===== config.mk =====
export PLATFORM = sky130hd
export DESIGN_NAME = per_sensor_moving_average_alarm
export DESIGN_NICKNAME = d
export VERILOG_FILES = /design/src/sv/psma_pkg.sv /design/src/sv/psma_ram.sv /design/src/sv/psma_div.sv /design/src/sv/per_sensor_moving_average_alarm.sv
export SDC_FILE = /design/constraint.sdc
export NUM_CORES = 2
export LEC_CHECK = 0
export ABC_AREA = 1
export BUFFER_PORTS_ARGS = -buffer_cell sky130_fd_sc_hd__buf_2
export CORE_MARGIN = 4
export CORE_UTILIZATION = 58
export CTS_CLUSTER_DIAMETER = 50
export CTS_CLUSTER_SIZE = 25
export DETAILED_ROUTE_END_ITERATION = 10
export PLACE_DENSITY = 0.77
export SLEW_MARGIN = 20
export SYNTH_ARGS = -nofsm -noshare
export SYNTH_HDL_FRONTEND = slang
export SYNTH_HIERARCHICAL = 1
export SYNTH_SLANG_ARGS = --single-unit

===== constraint.sdc =====
create_clock -name clk -period 6.5 [get_ports clk]
set_input_delay 0 -clock clk [delete_from_list [all_inputs] [get_ports clk]]
set_output_delay 0 -clock clk [all_outputs]
set_load 0.05 [all_outputs]

===== src/sv/psma_pkg.sv =====
// Shared types, sizes and codes for the per-sensor moving average alarm.
// Depends on nothing; psma_div, the top level and the testbench import it.
package psma_pkg;

    // Table and window geometry.
    localparam int SENSOR_SLOTS = 16;
    localparam int WINDOW_LEN   = 5;

    // Field widths fixed by the interface.
    localparam int TEMP_W     = 16;
    localparam int IDENT_W    = 16;
    localparam int STATUS_W   = 2;
    localparam int SLOT_OUT_W = 4;
    localparam int CFG_IDX_W  = 2;

    // Derived widths.
    localparam int SLOT_W  = (SENSOR_SLOTS > 1) ? $clog2(SENSOR_SLOTS) : 1;
    localparam int COUNT_W = $clog2(SENSOR_SLOTS + 1);
    localparam int ELEM_W  = $clog2(WINDOW_LEN);
    localparam int DIV_W   = $clog2(WINDOW_LEN + 1);
    localparam int SUM_W   = TEMP_W + 1 + $clog2(WINDOW_LEN);
    localparam int ROW_W   = WINDOW_LEN * TEMP_W;
    localparam int ENTRY_W = 2 * IDENT_W;

    // Result status codes.
    localparam logic [STATUS_W-1:0] ST_AVERAGED   = 2'd0;
    localparam logic [STATUS_W-1:0] ST_UNKNOWN    = 2'd1;
    localparam logic [STATUS_W-1:0] ST_REGISTERED = 2'd2;
    localparam logic [STATUS_W-1:0] ST_FULL       = 2'd3;

    // Configuration register indexes.
    localparam logic [CFG_IDX_W-1:0] CFG_MAX_TEMP = 2'd0;
    localparam logic [CFG_IDX_W-1:0] CFG_MIN_TEMP = 2'd1;

    // Threshold reset values, Q7.8.
    localparam logic signed [TEMP_W-1:0] MAX_TEMP_RESET = 16'sd6400;
    localparam logic signed [TEMP_W-1:0] MIN_TEMP_RESET = 16'sd2560;

    // Function codes of an input transaction.
    localparam logic FUNC_REGISTER = 1'b0;
    localparam logic FUNC_SAMPLE   = 1'b1;

    // One pending result.
    typedef struct packed {
        logic [STATUS_W-1:0]      status;
        logic [SLOT_W-1:0]        slot;
        logic [IDENT_W-1:0]       room;
        logic signed [TEMP_W-1:0] average;
        logic                     too_hot;
        logic                     too_cold;
    } psma_result_t;

endpackage


===== src/sv/psma_ram.sv =====
// Generic single-write, single-read RAM with a registered read port.
// Depends on nothing.
module psma_ram #(
    parameter int WIDTH = 16,
    parameter int DEPTH = 16
) (
    input  logic                                         clk,
    input  logic                                         we,
    input  logic [((DEPTH > 1) ? $clog2(DEPTH) : 1)-1:0] waddr,
    input  logic [WIDTH-1:0]                             wdata,
    input  logic [((DEPTH > 1) ? $clog2(DEPTH) : 1)-1:0] raddr,
    output logic [WIDTH-1:0]                             rdata
);

    logic [WIDTH-1:0] mem [DEPTH];

    // Write port.
    always_ff @(posedge clk)
    begin
        if (we)
        begin
            mem[waddr] <= wdata;
        end
    end

    // Registered read port.
    always_ff @(posedge clk)
    begin
        rdata <= mem[raddr];
    end

endmodule


===== src/sv/psma_div.sv =====
// Iterative signed divider, one quotient bit per cycle, truncating toward zero.
// Depends on psma_pkg for the dividend and divisor widths.
module psma_div (
    input  logic                               clk,
    input  logic                               rst_n,
    input  logic                               start,
    input  logic signed [psma_pkg::SUM_W-1:0]  dividend,
    input  logic [psma_pkg::DIV_W-1:0]         divisor,
    output logic                               done,
    output logic signed [psma_pkg::SUM_W-1:0]  quotient
);
    import psma_pkg::*;

    localparam int STEP_W = $clog2(SUM_W + 1);

    logic              run_reg, run_next;
    logic              done_reg, done_next;
    logic [STEP_W-1:0] step_reg, step_next;
    logic              neg_reg, neg_next;
    logic [SUM_W-1:0]  quo_reg, quo_next;
    logic [DIV_W-1:0]  rem_reg, rem_next;
    logic [DIV_W-1:0]  dsr_reg, dsr_next;
    logic [DIV_W:0]    partial;
    logic [DIV_W:0]    trial;

    // Shift-subtract step on the magnitude.
    assign partial = {rem_reg, quo_reg[SUM_W-1]};
    assign trial   = partial - {1'b0, dsr_reg};

    always_comb
    begin
        run_next  = run_reg;
        done_next = 1'b0;
        step_next = step_reg;
        neg_next  = neg_reg;
        quo_next  = quo_reg;
        rem_next  = rem_reg;
        dsr_next  = dsr_reg;
        if (start)
        begin
            run_next  = 1'b1;
            step_next = '0;
            neg_next  = dividend[SUM_W-1];
            quo_next  = dividend[SUM_W-1] ? (~dividend + 1'b1) : dividend;
            rem_next  = '0;
            dsr_next  = divisor;
        end
        else if (run_reg)
        begin
            if (trial[DIV_W] == 1'b0)
            begin
                rem_next = trial[DIV_W-1:0];
                quo_next = {quo_reg[SUM_W-2:0], 1'b1};
            end
            else
            begin
                rem_next = partial[DIV_W-1:0];
                quo_next = {quo_reg[SUM_W-2:0], 1'b0};
            end
            step_next = step_reg + 1'b1;
            if (step_reg == STEP_W'(SUM_W - 1))
            begin
                run_next  = 1'b0;
                done_next = 1'b1;
            end
        end
    end

    always_ff @(posedge clk or negedge rst_n)
    begin
        if (!rst_n)
        begin
            run_reg  <= 1'b0;
            done_reg <= 1'b0;
            step_reg <= '0;
        end
        else
        begin
            run_reg  <= run_next;
            done_reg <= done_next;
            step_reg <= step_next;
        end
    end

    always_ff @(posedge clk)
    begin
        neg_reg <= neg_next;
        quo_reg <= quo_next;
        rem_reg <= rem_next;
        dsr_reg <= dsr_next;
    end

    // Apply the sign of the dividend to the magnitude quotient.
    assign done     = done_reg;
    assign quotient = neg_reg ? signed'(~quo_reg + 1'b1) : signed'(quo_reg);

endmodule


===== src/sv/per_sensor_moving_average_alarm.sv =====
// Top level of the per-sensor moving average temperature alarm.
// Depends on psma_pkg, psma_ram (id/room table, sample windows) and psma_div.

// A registration transaction (func 0) appends a sensor to the table, clearing
// its window; a full table gives status 3. A sample transaction (func 1)
// searches the id table one slot per cycle through the table RAM read port,
// reads and rewrites the slot's window row, sums the WINDOW_LEN samples with
// one adder, and then runs the shift-subtract divider: a start, SUM_W (20)
// shift steps and a hand-back of the quotient. A sample's steps run in order:
// search, window read and rewrite, sum, divide and finish. An unknown id gives
// status 1 once every entry has been searched, or without a search when the
// table is empty. The block takes one transaction at a time: in_ready is high
// only while the sequencer is idle, but the next transaction may be accepted
// while the previous result still waits in the output register. Configuration
// writes are taken in any cycle; the thresholds are read when the divide
// finishes, so they are written only while no transaction is in flight, a rule
// on the user that the block itself does not enforce. No clearing pass is
// needed.
module per_sensor_moving_average_alarm (
    input  logic                                  clk,
    input  logic                                  rst_n,
    // Configuration write channel.
    input  logic                                  cfg_valid,
    output logic                                  cfg_ready,
    input  logic [psma_pkg::CFG_IDX_W-1:0]        cfg_index,
    input  logic [psma_pkg::TEMP_W-1:0]           cfg_data,
    // Input channel.
    input  logic                                  in_valid,
    output logic                                  in_ready,
    input  logic                                  func,
    input  logic [psma_pkg::IDENT_W-1:0]          sensor_ident,
    input  logic [psma_pkg::IDENT_W-1:0]          room_ident,
    input  logic signed [psma_pkg::TEMP_W-1:0]    sample_value,
    // Output channel.
    output logic                                  out_valid,
    input  logic                                  out_ready,
    output logic [psma_pkg::STATUS_W-1:0]         status,
    output logic [psma_pkg::SLOT_OUT_W-1:0]       slot_index,
    output logic [psma_pkg::IDENT_W-1:0]          room_out,
    output logic signed [psma_pkg::TEMP_W-1:0]    running_average,
    output logic                                  too_hot,
    output logic                                  too_cold
);
    import psma_pkg::*;

    // Sequencer state codes.
    localparam logic [2:0] S_IDLE   = 3'd0;
    localparam logic [2:0] S_SEARCH = 3'd1;
    localparam logic [2:0] S_WREAD  = 3'd2;
    localparam logic [2:0] S_WLOAD  = 3'd3;
    localparam logic [2:0] S_SUM    = 3'd4;
    localparam logic [2:0] S_DIV    = 3'd5;
    localparam logic [2:0] S_FIN    = 3'd6;

    localparam logic signed [SUM_W-1:0] AVG_HI = SUM_W'(32767);
    localparam logic signed [SUM_W-1:0] AVG_LO = -SUM_W'(32768);

    logic [2:0]                state_reg, state_next;
    logic [COUNT_W-1:0]        count_reg, count_next;
    logic [COUNT_W-1:0]        scan_reg, scan_next;
    logic                      look_valid_reg, look_valid_next;
    logic [SLOT_W-1:0]         look_idx_reg, look_idx_next;
    logic [ELEM_W-1:0]         elem_reg, elem_next;
    logic [IDENT_W-1:0]        ident_reg, ident_next;
    logic signed [TEMP_W-1:0]  sample_reg, sample_next;
    logic [ROW_W-1:0]          win_reg, win_next;
    logic signed [SUM_W-1:0]   acc_reg, acc_next;
    logic [DIV_W-1:0]          dsr_reg, dsr_next;
    logic signed [TEMP_W-1:0]  max_temp_reg, max_temp_next;
    logic signed [TEMP_W-1:0]  min_temp_reg, min_temp_next;
    psma_result_t              res_reg, res_next;
    psma_result_t              out_reg, out_next;
    logic                      out_valid_reg, out_valid_next;
    logic                      div_kick_reg;

    // RAM and divider hookup.
    logic                      id_we;
    logic [SLOT_W-1:0]         id_waddr, id_raddr;
    logic [ENTRY_W-1:0]        id_wdata, id_rdata;
    logic                      win_we;
    logic [SLOT_W-1:0]         win_waddr, win_raddr;
    logic [ROW_W-1:0]          win_wdata, win_rdata;
    logic                      div_done;
    logic signed [SUM_W-1:0]   div_quot;
    logic signed [SUM_W-1:0]   avg_sat;
    logic signed [TEMP_W-1:0]  elem;
    logic [ROW_W-1:0]          shifted_row;

    psma_ram #(.WIDTH(ENTRY_W), .DEPTH(SENSOR_SLOTS)) u_id_ram (
        .clk   (clk),
        .we    (id_we),
        .waddr (id_waddr),
        .wdata (id_wdata),
        .raddr (id_raddr),
        .rdata (id_rdata)
    );

    psma_ram #(.WIDTH(ROW_W), .DEPTH(SENSOR_SLOTS)) u_win_ram (
        .clk   (clk),
        .we    (win_we),
        .waddr (win_waddr),
        .wdata (win_wdata),
        .raddr (win_raddr),
        .rdata (win_rdata)
    );

    // The divider is started from the registered kick, once the sum has settled.
    psma_div u_div (
        .clk      (clk),
        .rst_n    (rst_n),
        .start    (div_kick_reg),
        .dividend (acc_reg),
        .divisor  (dsr_reg),
        .done     (div_done),
        .quotient (div_quot)
    );

    // Oldest sample sits in the low element of a row; a new sample enters at the top.
    assign shifted_row = {sample_reg, win_rdata[ROW_W-1:TEMP_W]};
    assign elem        = signed'(win_reg[TEMP_W-1:0]);

    // Clamp the quotient to the 16-bit range.
    always_comb
    begin
        if (div_quot > AVG_HI)
        begin
            avg_sat = AVG_HI;
        end
        else if (div_quot < AVG_LO)
        begin
            avg_sat = AVG_LO;
        end
        else
        begin
            avg_sat = div_quot;
        end
    end

    // Configuration registers.
    assign cfg_ready = 1'b1;

    always_comb
    begin
        max_temp_next = max_temp_reg;
        min_temp_next = min_temp_reg;
        if (cfg_valid)
        begin
            case (cfg_index)
                CFG_MAX_TEMP: max_temp_next = signed'(cfg_data);
                CFG_MIN_TEMP: min_temp_next = signed'(cfg_data);
                default:      ;
            endcase
        end
    end

    // Main sequencer.
    assign in_ready = (state_reg == S_IDLE);

    always_comb
    begin
        state_next      = state_reg;
        count_next      = count_reg;
        scan_next       = scan_reg;
        look_valid_next = look_valid_reg;
        look_idx_next   = look_idx_reg;
        elem_next       = elem_reg;
        ident_next      = ident_reg;
        sample_next     = sample_reg;
        win_next        = win_reg;
        acc_next        = acc_reg;
        dsr_next        = dsr_reg;
        res_next        = res_reg;
        id_we           = 1'b0;
        id_waddr        = count_reg[SLOT_W-1:0];
        id_wdata        = {sensor_ident, room_ident};
        id_raddr        = scan_reg[SLOT_W-1:0];
        win_we          = 1'b0;
        win_waddr       = count_reg[SLOT_W-1:0];
        win_wdata       = '0;
        win_raddr       = res_reg.slot;

        case (state_reg)
            S_IDLE:
            begin
                if (in_valid)
                begin
                    ident_next  = sensor_ident;
                    sample_next = sample_value;
                    res_next    = '0;
                    if (func == FUNC_REGISTER)
                    begin
                        if (count_reg == COUNT_W'(SENSOR_SLOTS))
                        begin
                            res_next.status = ST_FULL;
                        end
                        else
                        begin
                            // Append the entry and clear its window row.
                            id_we           = 1'b1;
                            win_we          = 1'b1;
                            count_next      = count_reg + 1'b1;
                            res_next.status = ST_REGISTERED;
                            res_next.slot   = count_reg[SLOT_W-1:0];
                            res_next.room   = room_ident;
                        end
                        state_next = S_FIN;
                    end
                    else if (count_reg == '0)
                    begin
                        res_next.status = ST_UNKNOWN;
                        state_next      = S_FIN;
                    end
                    else
                    begin
                        scan_next       = '0;
                        look_valid_next = 1'b0;
                        state_next      = S_SEARCH;
                    end
                end
            end

            S_SEARCH:
            begin
                // Reads are issued one slot ahead of the compare.
                if (look_valid_reg && (id_rdata[ENTRY_W-1:IDENT_W] == ident_reg))
                begin
                    res_next.slot = look_idx_reg;
                    res_next.room = id_rdata[IDENT_W-1:0];
                    state_next    = S_WREAD;
                end
                else if (scan_reg < count_reg)
                begin
                    look_valid_next = 1'b1;
                    look_idx_next   = scan_reg[SLOT_W-1:0];
                    scan_next       = scan_reg + 1'b1;
                end
                else
                begin
                    look_valid_next = 1'b0;
                    if (!look_valid_reg)
                    begin
                        res_next        = '0;
                        res_next.status = ST_UNKNOWN;
                        state_next      = S_FIN;
                    end
                end
            end

            S_WREAD:
            begin
                state_next = S_WLOAD;
            end

            S_WLOAD:
            begin
                // Shift in the new sample and write the row back.
                win_we     = 1'b1;
                win_waddr  = res_reg.slot;
                win_wdata  = shifted_row;
                win_next   = shifted_row;
                acc_next   = '0;
                dsr_next   = DIV_W'(1);
                elem_next  = '0;
                state_next = S_SUM;
            end

            S_SUM:
            begin
                // One element per cycle; older nonzero samples add to the divisor.
                acc_next = acc_reg + SUM_W'(elem);
                win_next = win_reg >> TEMP_W;
                if ((elem_reg != ELEM_W'(WINDOW_LEN - 1)) && (elem != '0))
                begin
                    dsr_next = dsr_reg + 1'b1;
                end
                elem_next = elem_reg + 1'b1;
                if (elem_reg == ELEM_W'(WINDOW_LEN - 1))
                begin
                    state_next = S_DIV;
                end
            end

            S_DIV:
            begin
                if (div_done)
                begin
                    res_next.status   = ST_AVERAGED;
                    res_next.average  = avg_sat[TEMP_W-1:0];
                    res_next.too_hot  = (avg_sat > SUM_W'(max_temp_reg));
                    res_next.too_cold = (avg_sat < SUM_W'(min_temp_reg));
                    state_next        = S_FIN;
                end
            end

            S_FIN:
            begin
                if (!out_valid_reg || out_ready)
                begin
                    state_next = S_IDLE;
                end
            end

            default:
            begin
                state_next = S_IDLE;
            end
        endcase
    end

    // The divider sees the finished sum in the cycle after the sum loop ends.
    always_ff @(posedge clk or negedge rst_n)
    begin
        if (!rst_n)
        begin
            div_kick_reg <= 1'b0;
        end
        else
        begin
            div_kick_reg <= (state_reg == S_SUM) && (elem_reg == ELEM_W'(WINDOW_LEN - 1));
        end
    end

    // Output register: loaded from the pending result, held until taken.
    always_comb
    begin
        out_next       = out_reg;
        out_valid_next = out_valid_reg;
        if (out_valid_reg && out_ready)
        begin
            out_valid_next = 1'b0;
        end
        if ((state_reg == S_FIN) && (!out_valid_reg || out_ready))
        begin
            out_next       = res_reg;
            out_valid_next = 1'b1;
        end
    end

    // Control registers.
    always_ff @(posedge clk or negedge rst_n)
    begin
        if (!rst_n)
        begin
            state_reg      <= S_IDLE;
            count_reg      <= '0;
            look_valid_reg <= 1'b0;
            out_valid_reg  <= 1'b0;
            max_temp_reg   <= MAX_TEMP_RESET;
            min_temp_reg   <= MIN_TEMP_RESET;
        end
        else
        begin
            state_reg      <= state_next;
            count_reg      <= count_next;
            look_valid_reg <= look_valid_next;
            out_valid_reg  <= out_valid_next;
            max_temp_reg   <= max_temp_next;
            min_temp_reg   <= min_temp_next;
        end
    end

    // Payload registers.
    always_ff @(posedge clk)
    begin
        scan_reg     <= scan_next;
        look_idx_reg <= look_idx_next;
        elem_reg     <= elem_next;
        ident_reg    <= ident_next;
        sample_reg   <= sample_next;
        win_reg      <= win_next;
        acc_reg      <= acc_next;
        dsr_reg      <= dsr_next;
        res_reg      <= res_next;
        out_reg      <= out_next;
    end

    // Port drive.
    assign out_valid       = out_valid_reg;
    assign status          = out_reg.status;
    assign slot_index      = SLOT_OUT_W'(out_reg.slot);
    assign room_out        = out_reg.room;
    assign running_average = out_reg.average;
    assign too_hot         = out_reg.too_hot;
    assign too_cold        = out_reg.too_cold;

`ifndef ASSERT_OFF
    // The table never holds more entries than it has slots.
    a_count_bound: assert property (@(posedge clk) disable iff (!rst_n)
        count_reg <= COUNT_W'(SENSOR_SLOTS))
        else $error("entry count beyond table size");

    // A divider result only arrives while the sequencer waits for it.
    a_div_done_state: assert property (@(posedge clk) disable iff (!rst_n)
        div_done |-> (state_reg == S_DIV))
        else $error("divider finished outside the divide state");

    // The search never runs past the registered entries.
    a_scan_bound: assert property (@(posedge clk) disable iff (!rst_n)
        (state_reg == S_SEARCH) |-> (scan_reg <= count_reg))
        else $error("search index beyond entry count");

    // A new result is loaded only from the finish state.
    a_out_from_fin: assert property (@(posedge clk) disable iff (!rst_n)
        $rose(out_valid_reg) |-> ($past(state_reg) == S_FIN))
        else $error("result presented without finishing a transaction");
`endif

endmodule


# == Word-level counts from Yosys, hierarchy flattened ==
# Memories as Yosys holds them, arrays and structs flattened. A register that Yosys moved wholly into a read port is not among the register bits.
# Index checks and enable logic that the tools add are counted.
# word_totals
output_inout_bits,43
mem_bits_rw,1792
memories,2
inputBits,72
word_cells,179
ff_bits,304
# op_classes
eq_ne,25
magnitude_cmp,5
n_reduce_logical,27
bitwise_logic,5
n_addsub,9
mux,72
# memory_table
name,depth,word_bits,rd,rd_clocked_by_memory_dff,write_ports,line,text
u_win_ram.mem,16,80,1,1,1,psma_ram.sv:15,logic [WIDTH-1:0] mem [DEPTH];
u_id_ram.mem,16,32,1,1,1,psma_ram.sv:15,
# op_table
operator,count
20-bit two-way mux,9
80-bit case mux with 2 select lines,1
40-bit two-way mux,3
80-bit two-way mux,1
20-bit case mux with 2 select lines,2
18-bit case mux with 3 select lines,1
20-bit by 1-bit adder with 20-bit output (second input constant),2
20-bit NOT,2
18-bit two-way mux,2
5-bit two-way mux,7
3-bit two-way mux,11
1-bit two-way mux,24
3-bit case mux with 7 select lines,1
20-bit by 16-bit adder with 20-bit output,1
20-bit by 16-bit greater-than comparator with 1-bit output,1
20-bit by 16-bit greater-than comparator with 1-bit output (second input constant),1
20-bit by 16-bit < comparator with 1-bit output,1
20-bit by 16-bit < comparator with 1-bit output (second input constant),1
6-bit AND reduction,3
16-bit equality test,1
2-bit inequality test (second input constant),8
16-bit nonzero test,1
5-bit by 1-bit adder with 5-bit output (second input constant),3
3-bit equality test (second input constant),4
28 further kinds,52

# == Logic depth before layout (Yosys ltp) ==
# logic_depth
ltp_word,9
ltp_mapped,27
mapped_depth_nobuf,26

# == By module ==
# The synthesis kept the hierarchy.
# modules_own_cells
mod,n_inst,cells_per_inst,area_each_um2
psma_ram (u_win_ram),1,5255,56195.1
psma_ram (u_id_ram),1,2120,22730.6
per_sensor_moving_average_alarm,1,1439,13588.0
psma_div,1,356,2518.7

# == Worst setup path after synthesis ==
# OpenSTA, ideal clock, no wires.
# synth_timing
path_kind,reg-to-reg
start,reg state_reg[1]
end,mem u_win_ram/mem[12][0] (netlist name) (enable)
arrival_time_ns,5.174
path_slack_ns,0.807
path_stages_with_launch,8
period_less_slack_ns,5.693
required_time_ns,5.981
path_cell_list,dfrtp_1 -> nor2_1 -> nand2_2 -> nor2_4 -> nand3_2 -> nand2_1 -> nand3_1 -> nor2_1
# synth_between
elab_chain_cells,4
# synth_lines
item,line,text
start: declaration,per_sensor_moving_average_alarm.sv:58,"logic [2:0] state_reg, state_next;"
start signal: assignment,per_sensor_moving_average_alarm.sv:353,state_reg <= state_next;
3-bit by 2-bit equality test with 1-bit output or 3-bit logical NOT (tied branches),per_sensor_moving_average_alarm.sv:182,case (state_reg)
1-bit case mux with 2 select lines *,per_sensor_moving_average_alarm.sv:182,
net win_we,per_sensor_moving_average_alarm.sv:80,logic win_we;
1-bit two-way mux *,psma_ram.sv:20,if (we)
1-bit two-way mux (not written as such) *,psma_ram.sv:22,mem[waddr] <= wdata;
end: declaration,psma_ram.sv:15,
# Mark *: on every way through the listed nets, which the timed path passes. The rest lies on a longest branch.

# == Worst setup path after layout ==
# layout_timing
start,reg state_reg[2]
end,mem u_win_ram/mem[7][72] (netlist name) (enable)
# layout_rtl
item,line,text
3-bit by 2-bit equality test with 1-bit output,per_sensor_moving_average_alarm.sv:182,
4-bit two-way mux,per_sensor_moving_average_alarm.sv:182,
net win_waddr[1],per_sensor_moving_average_alarm.sv:81,"logic [SLOT_W-1:0] win_waddr, win_raddr;"
# The timed path passes the listed nets, and every way through them passes these cells.

==> results.cfg <==
[pwr]
powerDensity_nw_per_um2 = 420
totalPowerFinal_mw = 38.7
p_leak_nw = 39.4
vdd_drop_max_mv = 0.396

[worst_hold_path]
hp-start = cfg_data[12]
timing.hold.worst_endpoint = max_temp_reg[12]
hold_path.class = in2reg
hold_depth = 4

[setup_path]
r2r_slack_ns = 2.09
crit_path_start_kind = register
worstSetupStartpoint = state_reg[2]
path_class = reg2reg
worst_ep_arrival_time_ns = 4.82
worstReg2RegEnd = u_win_ram/mem[7][72]
cp.required_ns = 6.91
timing.rr.start = state_reg[2]
reg2regPathDepth = 8
crit_path_end_kind = register
critPathMaxFanout = 69

[sta]
slew_headroom_pct = 20.7
fin_crit_sh_pct = 67.8
worstMarginPinSlew_ns = 1.19
hold_viol_final = 0
finClkSkew_ns = 0.0572
fin_tns_setup_ns = 0
rsz0062_at_grt = no
drv_slew = 0
min_period_ns = 4.41
setup_violations = 0
fmax_mhz = 227

[grt]
grt_pass1_wl_microns = 306000
grt_pass1_vias = 54300
grt_overflow = 0
grt_antenna_before_repair = 1
grt_use_total_pct = 26.0
grt_max_degree = 186

[routing]
viasPerCell = 5.53
dr.pass1.iters = 8
wl_per_cell_microns = 19.6
dr_total_vias = 56400
drtAntennaViolNets = 0
wl_microns = 200000
drt_iter0_drc = 6688
drc = 0

[place]
place_congestion = 0.869
place_hpwl_microns = 108000
io_buffers = 113

[die]
die_h_microns = 389
die_x_microns = 389
die-area_sq_um = 151000
coreArea_sq_um = 144000
ioPinCount = 115
initial_core_util_pct = 58.5
rows = 139

[outcome]
status = finished clean

[logic_synthesis]
syn-instance-count = 8156
syn_area_per_cell_sq_um = 10.3
yosys_warnings = 6
synth_nets = 8305
synth_area_sq_um = 84000

[cts]
insertion_delay_ns = 0.79
clockBufferDepth = 3
clockRootBuffer = clkbuf_16
cts_tree = built
cts_made_buffers = 146
cts-htree-levels = 4
clk_pin_slew_ns = 0.07
cts_sinks = 1936

[cells_and_area]
syn_to_final_growth_pct = 9.55
largest_register_ffs = 1024
nets = 8319
drive_gt1_share_pct = 6.79
n_fill_cell = 10500

[job]
drv_cap = 0
through the flow:
stage                     hold WS, ns  utilization, %  cells  cell area, sq um  setup slack (ns)
after floorplan                -0.296               -   8156             84000              1.50
after global placement          0.160            59.6   9827             85600              2.20
after detailed placement        0.176            59.7   9831             85800              2.16
after CTS                    0.000104            64.0  10200             91900              2.15
after global routing           0.0443            64.0  10200             92000              1.71
final                          0.0485            64.1  10200             92000              2.09
cell type report:
type | count | area, sq um | share of cell area (%)
repair buffers | 282 | 2320 | 2.53
multi-input cells | 4354 | 19700 | 21.4
diodes | 2 | 5.00 | 0.00544
well taps | 1903 | 2380 | 2.59
inverters | 1450 | 5480 | 5.96
flip-flops and latches | 1936 | 56900 | 61.8
clock inverters | 112 | 1420 | 1.54
clock buffers | 159 | 3820 | 4.15
timing repair:
action | CTS | global route
endpoints found under the hold margin | 733 | 9
setup buffers | 0 | 0
gates resized for setup | 0 | 0
hold buffers | 88 | 2
cell usage in the layout, fill, tap and decap left out, drive strengths merged:
| cell type | instances |
|---|---|
| a31oi | 4 |
| a21boi | 1 |
| a21oi | 84 |
| inv | 1504 |
| fa | 2 |
| o21ai | 172 |
| nand4 | 20 |
| nor3 | 6 |
| dlygate4sd3 | 90 |
| o211ai | 3 |
| ha | 75 |
| clkinvlp | 5 |
| or2 | 2 |
| edfxtp | 1787 |
| clkbuf | 159 |
| xnor2 | 10 |
| conb | 1 |
| o31ai | 3 |
| o21bai | 3 |
| a211oi | 1 |
| dfstp | 5 |
| nand3b | 5 |
| nand3 | 1230 |
| o21a | 3 |
| a21o | 3 |
| dfxtp | 99 |
| xor2 | 25 |
| bufinv | 11 |
| clkinv | 42 |
| nand2 | 2428 |
| buf | 192 |
| diode | 2 |
| dfrtp | 45 |
| nor4 | 6 |
| nor2 | 267 |
critical path: stages (launching register included):
cell	delay [ns]
dfrtp_1	0.49
inv_1	0.15
nand3_4	0.14
buf_4	0.87
nor2_1	0.07
a21oi_1	0.31
nand2_1	0.33
nor2_4	0.93
buf_4	0.70
metal layers:
metal	global-route usage, %	vias up	share of wire, %
met1	34.8	26800	39
met3	3.53	481	8.7
met2	43.8	2686	49
li1	-	26400	-
met4	9.47	0	3.5
met5	0	-	0
report_power, final:
group          internal [mW]  switching [mW]
combinational           3.49            9.29
sequential              15.4           0.730
clock                   4.97            4.76
worst max path at each step:
stage | endpoint | slack [ns]
floorplan | u_win_ram/mem[12][16] | 1.50
global placement | res_reg[0] | 2.20
detailed placement | u_win_ram/mem[7][73] | 2.16
CTS | u_win_ram/mem[7][39] | 2.15
global route | res_reg[0] | 1.71
finish | u_win_ram/mem[7][72] | 2.09
(Power assumes the default switching activity.)
